<file path="config.mk">
export PLATFORM = sky130hd
export DESIGN_NAME = go_to_goal_pi_controller
export DESIGN_NICKNAME = d
export VERILOG_FILES = /design/src/hw/rtl/g2g_pkg.sv /design/src/hw/rtl/g2g_cordic.sv /design/src/hw/rtl/g2g_mul.sv /design/src/hw/rtl/go_to_goal_pi_controller.sv
export VERILOG_INCLUDE_DIRS = /design/src /design/src/hw/rtl
export SDC_FILE = /design/constraint.sdc
export NUM_CORES = 2
export LEC_CHECK = 0
export ABC_AREA = 1
export BUFFER_PORTS_ARGS = -buffer_cell sky130_fd_sc_hd__buf_2
export CORE_ASPECT_RATIO = 0.7
export CORE_MARGIN = 2
export CORE_UTILIZATION = 50
export DETAILED_ROUTE_END_ITERATION = 6
export PLACE_DENSITY = 0.69
export RECOVER_POWER = 25
export SYNTH_ARGS = -nofsm -noshare
export SYNTH_HDL_FRONTEND = slang
export SYNTH_HIERARCHICAL = 1
export SYNTH_SLANG_ARGS = --single-unit
export TNS_END_PERCENT = 5
</file>
<file path="constraint.sdc">
create_clock -name clk -period 8.9 [get_ports clk]
set_input_delay 2.67 -clock clk [delete_from_list [all_inputs] [get_ports clk]]
set_output_delay 2.67 -clock clk [all_outputs]
set_load 0.01 [all_outputs]
</file>
<file path="src/hw/rtl/go_to_goal_pi_controller_defines.svh">
// Assertion macros used by the controller RTL.
`ifndef GO_TO_GOAL_PI_CONTROLLER_DEFINES_SVH
`define GO_TO_GOAL_PI_CONTROLLER_DEFINES_SVH

// Checks that a condition implies a consequence in the same cycle.
`define G2G_ASSERT_IMPL(label, clk, rst_n, ante, cons, msg) \
  label: assert property (@(posedge clk) disable iff (!rst_n) (ante) |-> (cons)) \
    else $error(msg);

// Checks that a condition implies a consequence in the following cycle.
`define G2G_ASSERT_NEXT(label, clk, rst_n, ante, cons, msg) \
  label: assert property (@(posedge clk) disable iff (!rst_n) (ante) |=> (cons)) \
    else $error(msg);

`endif

</file>
<file path="src/hw/rtl/g2g_pkg.sv">
package g2g_pkg;

  // CORDIC length and angle table size.
  localparam int CordicSteps = 16;
  localparam int AtanEntries = 24;
  localparam int NumSteps = (CordicSteps < AtanEntries) ? CordicSteps : AtanEntries;
  localparam int StepW = $clog2(NumSteps + 1);

  // CORDIC datapath width: 17-bit offset times 256, plus growth.
  localparam int CordW = 28;
  localparam int ZW = 33;

  localparam logic signed [ZW-1:0] HalfPiQ30 = 33'sd1686629713;
  localparam logic [15:0] InvGainQ16 = 16'd39797;

  // Multiplier serial width: one bit of multiplier per cycle.
  localparam int MulW = 34;
  localparam int MulCntW = $clog2(MulW + 1);

  typedef enum logic [2:0] {
    REG_GOAL_X, REG_GOAL_Y, REG_ARRIVE_TOL, REG_ANG_GAIN,
    REG_LIN_INT_GAIN, REG_ANG_INT_GAIN, REG_STEP_TIME, REG_NONE
  } reg_idx_t;

  function automatic logic signed [ZW-1:0] atan_q30(input logic [4:0] i);
    logic signed [ZW-1:0] v;
    v = '0;
    unique case (i)
      5'd0: v = 33'sd843314857;
      5'd1: v = 33'sd497837829;
      5'd2: v = 33'sd263043837;
      5'd3: v = 33'sd133525159;
      5'd4: v = 33'sd67021687;
      5'd5: v = 33'sd33543516;
      5'd6: v = 33'sd16775851;
      5'd7: v = 33'sd8388437;
      5'd8: v = 33'sd4194283;
      5'd9: v = 33'sd2097149;
      5'd10: v = 33'sd1048576;
      5'd11: v = 33'sd524288;
      5'd12: v = 33'sd262144;
      5'd13: v = 33'sd131072;
      5'd14: v = 33'sd65536;
      5'd15: v = 33'sd32768;
      5'd16: v = 33'sd16384;
      5'd17: v = 33'sd8192;
      5'd18: v = 33'sd4096;
      5'd19: v = 33'sd2048;
      5'd20: v = 33'sd1024;
      5'd21: v = 33'sd512;
      5'd22: v = 33'sd256;
      5'd23: v = 33'sd128;
      default: v = '0;
    endcase
    return v;
  endfunction

  // Handshake between sequencer and the serial multiplier.
  typedef struct packed {
    logic start;
    logic signed [MulW-1:0] a;
    logic [MulW-1:0] b;
  } mul_req_t;

  typedef struct packed {
    logic busy;
    logic done;
  } mul_stat_t;

endpackage

</file>
<file path="src/hw/rtl/g2g_cordic.sv">
module g2g_cordic (
  input  logic clk,
  input  logic rst_n,
  input  logic start,
  input  logic signed [16:0] dx,
  input  logic signed [16:0] dy,
  output logic done,
  output logic signed [g2g_pkg::CordW-1:0] x_out,
  output logic signed [g2g_pkg::ZW-1:0] z_out
);
  import g2g_pkg::*;

  logic signed [CordW-1:0] x_r, y_r, x_nxt, y_nxt;
  logic signed [ZW-1:0] z_r, z_nxt;
  logic [StepW-1:0] i_r, i_nxt;
  logic busy_r, busy_nxt, done_r, done_nxt;
  logic signed [CordW-1:0] x0, y0, xs, ys;

  // Scale the offsets by 256 into the datapath width.
  always_comb begin
    x0 = CordW'(dx) <<< 8;
    y0 = CordW'(dy) <<< 8;
  end

  assign xs = x_r >>> i_r;
  assign ys = y_r >>> i_r;

  // Pre-rotation into the right half plane on start, then one micro-rotation per cycle while busy.
  always_comb begin
    x_nxt = x_r;
    y_nxt = y_r;
    z_nxt = z_r;
    i_nxt = i_r;
    busy_nxt = busy_r;
    done_nxt = 1'b0;
    if (start) begin
      i_nxt = '0;
      busy_nxt = (NumSteps != 0);
      done_nxt = (NumSteps == 0);
      if (x0 < 0) begin
        if (y0 >= 0) begin
          x_nxt = y0; y_nxt = -x0; z_nxt = HalfPiQ30;
        end else begin
          x_nxt = -y0; y_nxt = x0; z_nxt = -HalfPiQ30;
        end
      end else begin
        x_nxt = x0; y_nxt = y0; z_nxt = '0;
      end
    end else if (busy_r) begin
      if (y_r >= 0) begin
        x_nxt = x_r + ys; y_nxt = y_r - xs; z_nxt = z_r + atan_q30(5'(i_r));
      end else begin
        x_nxt = x_r - ys; y_nxt = y_r + xs; z_nxt = z_r - atan_q30(5'(i_r));
      end
      i_nxt = i_r + 1'b1;
      if (i_r == StepW'(NumSteps - 1)) begin
        busy_nxt = 1'b0;
        done_nxt = 1'b1;
      end
    end
  end

  always_ff @(posedge clk) begin
    if (!rst_n) begin
      busy_r <= 1'b0;
      done_r <= 1'b0;
      i_r <= '0;
    end else begin
      busy_r <= busy_nxt;
      done_r <= done_nxt;
      i_r <= i_nxt;
    end
    x_r <= x_nxt;
    y_r <= y_nxt;
    z_r <= z_nxt;
  end

  assign done = done_r;
  assign x_out = x_r;
  assign z_out = z_r;

endmodule

</file>
<file path="src/hw/rtl/g2g_mul.sv">
// Shift-add multiplier: one bit of the unsigned operand per cycle.
module g2g_mul (
  input  logic clk,
  input  logic rst_n,
  input  g2g_pkg::mul_req_t req,
  output g2g_pkg::mul_stat_t stat,
  output logic signed [2*g2g_pkg::MulW-1:0] prod
);
  import g2g_pkg::*;

  logic signed [2*MulW-1:0] acc_r, acc_nxt, a_r, a_nxt;
  logic [MulW-1:0] b_r, b_nxt;
  logic [MulCntW-1:0] cnt_r, cnt_nxt;
  logic busy_r, busy_nxt, done_r, done_nxt;

  always_comb begin
    acc_nxt = acc_r;
    a_nxt = a_r;
    b_nxt = b_r;
    cnt_nxt = cnt_r;
    busy_nxt = busy_r;
    done_nxt = 1'b0;
    if (req.start) begin
      acc_nxt = '0;
      a_nxt = (2*MulW)'(req.a);
      b_nxt = req.b;
      cnt_nxt = '0;
      busy_nxt = 1'b1;
    end else if (busy_r) begin
      if (b_r[0]) acc_nxt = acc_r + a_r;
      a_nxt = a_r <<< 1;
      b_nxt = b_r >> 1;
      cnt_nxt = cnt_r + 1'b1;
      // Stop early once the remaining multiplier bits are zero.
      if (cnt_r == MulCntW'(MulW - 1) || (b_r >> 1) == '0) begin
        busy_nxt = 1'b0;
        done_nxt = 1'b1;
      end
    end
  end

  always_ff @(posedge clk) begin
    if (!rst_n) begin
      busy_r <= 1'b0;
      done_r <= 1'b0;
      cnt_r <= '0;
    end else begin
      busy_r <= busy_nxt;
      done_r <= done_nxt;
      cnt_r <= cnt_nxt;
    end
    acc_r <= acc_nxt;
    a_r <= a_nxt;
    b_r <= b_nxt;
  end

  assign stat.busy = busy_r;
  assign stat.done = done_r;
  assign prod = acc_r;

endmodule

</file>
<file path="src/hw/rtl/go_to_goal_pi_controller.sv">
// Go-to-goal PI controller. Each input beat with op = 1 is a pose sample;
// the block runs an iterative CORDIC (one rotation per cycle, 16 steps) for
// distance and bearing, then chains up to six products on a shared bit-serial
// multiplier that takes one bit of a 16-bit gain per cycle and stops early
// once the remaining gain bits are zero. A sample within the arrival
// tolerance answers after the distance product; any other sample answers
// after the whole chain of products. A beat with op = 0 clears both
// integrals and answers with an all-zero result in the cycle after it is taken.
// One item is handled at a time; the result waits in an output register and
// the next beat is taken once it is gone.
module go_to_goal_pi_controller (
  input  logic clk,
  input  logic rst_n,
  input  logic in_tvalid,
  output logic in_tready,
  input  logic [55:0] in_tdata, // op[0], pos_x[16:1], pos_y[32:17], heading[48:33]
  output logic out_tvalid,
  input  logic out_tready,
  output logic [39:0] out_tdata, // linear_speed[14:0], turn_rate[38:15], arrived[39]
  input  logic cfg_we,
  input  logic [2:0] cfg_index,
  input  logic [15:0] cfg_wdata
);
  import g2g_pkg::*;
`include "go_to_goal_pi_controller_defines.svh"

  typedef enum logic [3:0] {
    S_IDLE, S_CORDIC, S_DIST, S_M_DI, S_M_HI, S_M_V, S_M_WP, S_M_WI, S_OUT
  } state_t;

  state_t state_r;
  logic signed [15:0] goal_x_r, goal_y_r;
  logic [14:0] tol_r;
  logic [15:0] ang_gain_r, lin_ig_r, ang_ig_r, step_r;
  logic [31:0] dint_r;
  logic signed [31:0] hint_r;
  logic signed [15:0] hd_r;
  logic signed [16:0] dx_r, dy_r;
  logic signed [ZW:0] err_r;
  logic [33:0] dist_r;
  logic signed [47:0] wacc_r;
  logic [14:0] lin_r;
  logic signed [23:0] ang_r;
  logic arr_r, out_valid_r, cstart_r;
  mul_req_t mreq_r;
  mul_stat_t mstat;
  logic signed [2*MulW-1:0] prod;
  logic cdone;
  logic signed [CordW-1:0] cx;
  logic signed [ZW-1:0] cz;
  logic in_acc;
  logic signed [ZW-1:0] bear_c;
  logic signed [2*MulW-1:0] di_sum, hi_sum, v_sum, w_sum;
  logic [33:0] dist_c;
  logic arrive_c, cordic_go, mul_go;

  g2g_cordic u_cordic (
    .clk(clk), .rst_n(rst_n), .start(cstart_r), .dx(dx_r), .dy(dy_r),
    .done(cdone), .x_out(cx), .z_out(cz)
  );

  g2g_mul u_mul (.clk(clk), .rst_n(rst_n), .req(mreq_r), .stat(mstat), .prod(prod));

  assign in_tready = (state_r == S_IDLE) && !out_valid_r;
  assign in_acc = in_tvalid && in_tready;
  assign out_tvalid = out_valid_r;
  assign out_tdata = {arr_r, ang_r, lin_r};

  assign bear_c = (cz + ZW'(65536)) >>> 17;
  assign di_sum = (2*MulW)'(dint_r) + (prod >>> 16);
  assign hi_sum = (2*MulW)'(hint_r) + (prod >>> 16);
  assign v_sum = (2*MulW)'(dist_r) + (prod >>> 16);
  assign w_sum = (2*MulW)'(wacc_r) + (prod >>> 16);

  // Rounded distance from the scaled CORDIC magnitude, and the arrival test.
  assign dist_c = 34'((prod + (2*MulW)'(1 << 23)) >>> 24);
  assign arrive_c = dist_c <= 34'(tol_r);

  // Start pulses for the CORDIC and for the next serial product.
  assign cordic_go = in_acc && in_tdata[0];

  always_comb begin
    unique case (state_r)
      S_CORDIC: mul_go = cdone;
      S_DIST: mul_go = mstat.done && !arrive_c;
      S_M_DI, S_M_HI, S_M_V, S_M_WP: mul_go = mstat.done;
      default: mul_go = 1'b0;
    endcase
  end

  // Configuration registers.
  always_ff @(posedge clk) begin
    if (!rst_n) begin
      goal_x_r <= 16'sd8192;
      goal_y_r <= 16'sd2048;
      tol_r <= 15'd20;
      ang_gain_r <= 16'd4096;
      lin_ig_r <= 16'd655;
      ang_ig_r <= 16'd0;
      step_r <= 16'd6554;
    end else if (cfg_we) begin
      unique case (reg_idx_t'(cfg_index))
        REG_GOAL_X: goal_x_r <= cfg_wdata;
        REG_GOAL_Y: goal_y_r <= cfg_wdata;
        REG_ARRIVE_TOL: tol_r <= cfg_wdata[14:0];
        REG_ANG_GAIN: ang_gain_r <= cfg_wdata;
        REG_LIN_INT_GAIN: lin_ig_r <= cfg_wdata;
        REG_ANG_INT_GAIN: ang_ig_r <= cfg_wdata;
        REG_STEP_TIME: step_r <= cfg_wdata;
        default: ;
      endcase
    end
  end

  // Sequencer: clears the integrals on op = 0; otherwise runs the CORDIC, then the chain of serial products.
  always_ff @(posedge clk) begin
    if (!rst_n) begin
      state_r <= S_IDLE;
      out_valid_r <= 1'b0;
      cstart_r <= 1'b0;
      mreq_r.start <= 1'b0;
      dint_r <= '0;
      hint_r <= '0;
    end else begin
      cstart_r <= cordic_go;
      mreq_r.start <= mul_go;
      if (out_valid_r && out_tready) out_valid_r <= 1'b0;
      unique case (state_r)
        S_IDLE: begin
          if (in_acc) begin
            hd_r <= in_tdata[48:33];
            dx_r <= 17'(goal_x_r) - 17'(signed'(in_tdata[16:1]));
            dy_r <= 17'(goal_y_r) - 17'(signed'(in_tdata[32:17]));
            if (!in_tdata[0]) begin
              dint_r <= '0;
              hint_r <= '0;
              lin_r <= '0; ang_r <= '0; arr_r <= 1'b0;
              out_valid_r <= 1'b1;
            end else begin
              state_r <= S_CORDIC;
            end
          end
        end
        S_CORDIC: begin
          if (cdone) begin
            err_r <= (ZW+1)'(bear_c) - (ZW+1)'(hd_r);
            mreq_r.a <= MulW'(cx);
            mreq_r.b <= MulW'(InvGainQ16);
            state_r <= S_DIST;
          end
        end
        S_DIST: begin
          if (mstat.done) begin
            dist_r <= dist_c;
            if (arrive_c) begin
              lin_r <= '0; ang_r <= '0; arr_r <= 1'b1;
              out_valid_r <= 1'b1;
              state_r <= S_IDLE;
            end else begin
              mreq_r.a <= MulW'(dist_c);
              mreq_r.b <= MulW'(step_r);
              state_r <= S_M_DI;
            end
          end
        end
        S_M_DI: begin
          if (mstat.done) begin
            dint_r <= (di_sum > (2*MulW)'(33'h0FFFFFFFF)) ? 32'hFFFFFFFF : di_sum[31:0];
            mreq_r.a <= MulW'(err_r);
            mreq_r.b <= MulW'(step_r);
            state_r <= S_M_HI;
          end
        end
        S_M_HI: begin
          if (mstat.done) begin
            if (hi_sum > (2*MulW)'(32'sh7FFFFFFF)) hint_r <= 32'sh7FFFFFFF;
            else if (hi_sum < -(2*MulW)'(33'sh080000000)) hint_r <= 32'sh80000000;
            else hint_r <= hi_sum[31:0];
            mreq_r.a <= MulW'(dint_r);
            mreq_r.b <= MulW'(lin_ig_r);
            state_r <= S_M_V;
          end
        end
        S_M_V: begin
          if (mstat.done) begin
            lin_r <= (v_sum > (2*MulW)'(32767)) ? 15'h7FFF : v_sum[14:0];
            mreq_r.a <= MulW'(err_r);
            mreq_r.b <= MulW'(ang_gain_r);
            state_r <= S_M_WP;
          end
        end
        S_M_WP: begin
          if (mstat.done) begin
            wacc_r <= 48'(prod >>> 8);
            mreq_r.a <= MulW'(hint_r);
            mreq_r.b <= MulW'(ang_ig_r);
            state_r <= S_M_WI;
          end
        end
        S_M_WI: begin
          if (mstat.done) begin
            if (w_sum > (2*MulW)'(8388607)) ang_r <= 24'sh7FFFFF;
            else if (w_sum < -(2*MulW)'(8388608)) ang_r <= 24'sh800000;
            else ang_r <= w_sum[23:0];
            arr_r <= 1'b0;
            state_r <= S_OUT;
          end
        end
        S_OUT: begin
          out_valid_r <= 1'b1;
          state_r <= S_IDLE;
        end
        default: state_r <= S_IDLE;
      endcase
    end
  end

  `G2G_ASSERT_IMPL(a_arr_zero, clk, rst_n, out_valid_r && arr_r, (lin_r == '0) && (ang_r == '0), "arrived result carries nonzero speed")
  `G2G_ASSERT_IMPL(a_no_take_busy, clk, rst_n, state_r != S_IDLE, !in_tready, "input taken while busy")
  `G2G_ASSERT_NEXT(a_out_hold, clk, rst_n, out_valid_r && !out_tready, out_valid_r, "result dropped before taken")

endmodule

</file>
==> flow_metrics.tcl <==
set metrics [dict create \
    yosys_warnings 6 \
    die_w_um 431 \
    hold_violations 0 \
    setup-violations-final 0 \
    seqPwrFrac_pct 30.5 \
    drt_iter0_drc 8311 \
    cts_hold_buf 0 \
    wire_per_inst_um 21.9 \
    numPlacedInstances 11405 \
    p_int_mw 8.52 \
    clockBufferDepth 3 \
    cts_setup_buffers 0 \
    grt_usage_pct 37.7 \
    power_mw 15.1 \
    power_frac_clock_pct 23.0 \
    leakagePower_nw 34.2 \
    h-tree-depth 3 \
    rows 109 \
    dieArea_um2 131000 \
    cts_resized 0 \
    numPortBuffers 114 \
    grt_pass1_vias 59257 \
    switching_power_mw 6.58 \
    antenna_found_initial 15 \
    cts.sinks 725 \
    stdcell_count 11554 \
    critical_path_arrival_ns 7.31 \
    io_pins 122 \
    violations "capacitance limit, slew limit" \
    cts_tree "done" \
    peakVddDrop_mv 0.294 \
    area_growth_pct 7.60 \
    max_freq_ghz 0.144 \
    crit_buf_inv 4 \
    dieHeight_um 303 \
    cp.required_ns 9.29 \
    core_um2 126000 \
    clkLatencyLatePin_ns 0.72 \
    startpoint_type "flop" \
    path_cells "clkbuf_1 -> ha_1 -> inv_1 -> nor3_1 -> nand2_1 -> nor2_1 -> xor2_1 -> ha_1 -> a21oi_1 -> nand2_1 -> o21bai_1 -> nand2_1 -> nand2_1 -> nand2_1 -> o21ai_0 -> nand4_1 -> nand2_1 -> a21oi_1 -> nor2_1 -> inv_2 -> buf_4" \
    crit_path_end_kind "flop" \
    drive_gt1_share_pct 6.81 \
    rsz0062_at_grt "false" \
    dp_hpwl_um 201000 \
    post-route-drc-count 0 \
    worst_slew_pin_slew_ns 4.67 \
    crit_fanout 34 \
    fin_crit_sh_pct 77.8 \
    ant_nets 0 \
    worstHoldPathType "reg2reg" \
    tns_ns 0 \
    synth_area_per_cell_um2 6.55 \
    cpPeakStageDelay_ns 0.92 \
    crit_top_cell "nand2_1" \
    vias_per_cell 5.77 \
    cap_violations 15 \
    syn_area_um2 63900 \
    syn_inst 9751 \
    crit_type "reg2reg" \
    maxSlewHeadroom_pct -211 \
    grt_max_degree 86 \
    p_comb_share_pct 46.5 \
    dr_total_vias 66680 \
    cts_made_buffers 79 \
    clkTransAtPathRegs_ns 0.06 \
    final_nets 10319 \
    place_congestion 1.05 \
    overflow 0 \
    maxSlewViolCount 399 \
    finClkSkew_ns 0.0274 \
    slowest_stage "clkbuf_1" \
    status "finished, violations left" \
    fin_crit_ns 6.92 \
    root_buffer "clkbuf_16" \
    dr.pass1.iters 6 \
    grt_pass1_wl_um 372000 \
    drt-total-wl_um 253000 \
    cp_top_family "simple AND/OR/NAND/NOR gates" \
    swShare_pct 43.6 \
    power_density_nw_per_um2 220 \
    start_util_pct 50.5 \
]
-- flip-flops by register name, indices dropped and copies added (netlist names), 24 cells and up, named ones only --
| signal | cells |
|---|---|
| u_mul/a_r | 68 |
| u_mul/prod | 68 |
| mreq_r | 51 |
| wacc_r | 48 |
| dist_r | 34 |
| u_mul/b_r | 34 |
| u_cordic/z_out | 33 |
| dint_r | 32 |
| hint_r | 32 |
| u_cordic/x_out | 28 |
| u_cordic/y_r | 28 |
| ang_r | 24 |
-- path summary, 6_finish.rpt --
| path | startpoint | to | slack, ns | depth (start not counted) |
|---|---|---|---|---|
| worst max-delay path | u_mul/prod[24]$_SDFFE_PP0P_ | mreq_r[66]$_DFFE_PP_ | 1.98 | 21 |
| worst min-delay path | ang_gain_r[11]$_SDFFE_PN0P_ | ang_gain_r[11]$_SDFFE_PN0P_ | 0.45 | 2 |
| worst max register to register | u_mul/prod[24]$_SDFFE_PP0P_ | mreq_r[66]$_DFFE_PP_ | 1.98 | 21 |
| worst min register to register | ang_gain_r[11]$_SDFFE_PN0P_ | ang_gain_r[11]$_SDFFE_PN0P_ | 0.45 | 2 |
-- stage by stage --
step | setup slack, ns | instance area, um^2 | utilization (%) | hold WS [ns]
floorplan | 1.78 | 63900 | - | 0.424
global placement | 3.14 | 66200 | 52.4 | 0.432
detailed placement | 3.15 | 66200 | 52.4 | 0.443
CTS | 3.12 | 68900 | 54.5 | 0.453
global route | 1.95 | 68700 | 54.3 | 0.476
finish | 1.98 | 68700 | 54.3 | 0.452
-- layout make-up --
| type | instances | area, um^2 |
|---|---|---|
| Fill cell | 12629 | 57700 |
| Multi-Input combinational cell | 7476 | 39000 |
| Sequential cell | 725 | 18800 |
| Inverter | 1327 | 4990 |
| Clock buffer | 103 | 2220 |
| Tap cell | 1665 | 2080 |
| Timing Repair Buffer | 212 | 1170 |
| Clock inverter | 43 | 438 |
| Antenna cell | 3 | 7.51 |
-- power by group through the flow --
stage	registers, mW	clock network, mW	logic (mW)
finish	4.61	3.47	7.03
global route	4.62	3.62	7.81
CTS	4.58	3.49	6.83
detailed placement	4.65	0	6.78
global placement	4.65	0	6.68
floorplan	4.46	0	5.04
-- routing by layer --
metal  wire [um]  vias to the layer above  GRT usage [%]
li1            -                    31906              -
met1      115000                    31011           56.4
met2       99300                     3302           52.9
met3       29700                      439           8.84
met4        8640                       22           12.2
met5         157                        -              0
-- cells in the final DEF (no fill, tap or decap), types with 109 or more instances in the layout --
| cell | n |
|---|---|
| xor2_1 | 225 |
| ha_1 | 407 |
| edfxtp_1 | 430 |
| xnor2_1 | 113 |
| nand4_1 | 147 |
| nor2_1 | 1078 |
| nor3_1 | 113 |
| nand2_1 | 2949 |
| o21ai_0 | 450 |
| buf_2 | 109 |
| dfxtp_1 | 292 |
| inv_1 | 1257 |
| a21oi_1 | 586 |
| nand3_1 | 626 |
-- worst min-delay path: cells and delay by family, from the launching register on --
| family | cells | cell delay, ns |
|---|---|---|
| AOI/OAI and AO/OA | 1 | 0.05 |
| buffers and inverters | 1 | 0.05 |
| DFF | 1 | 0.31 |
No activity file was read; power rests on OpenSTA's default activity.
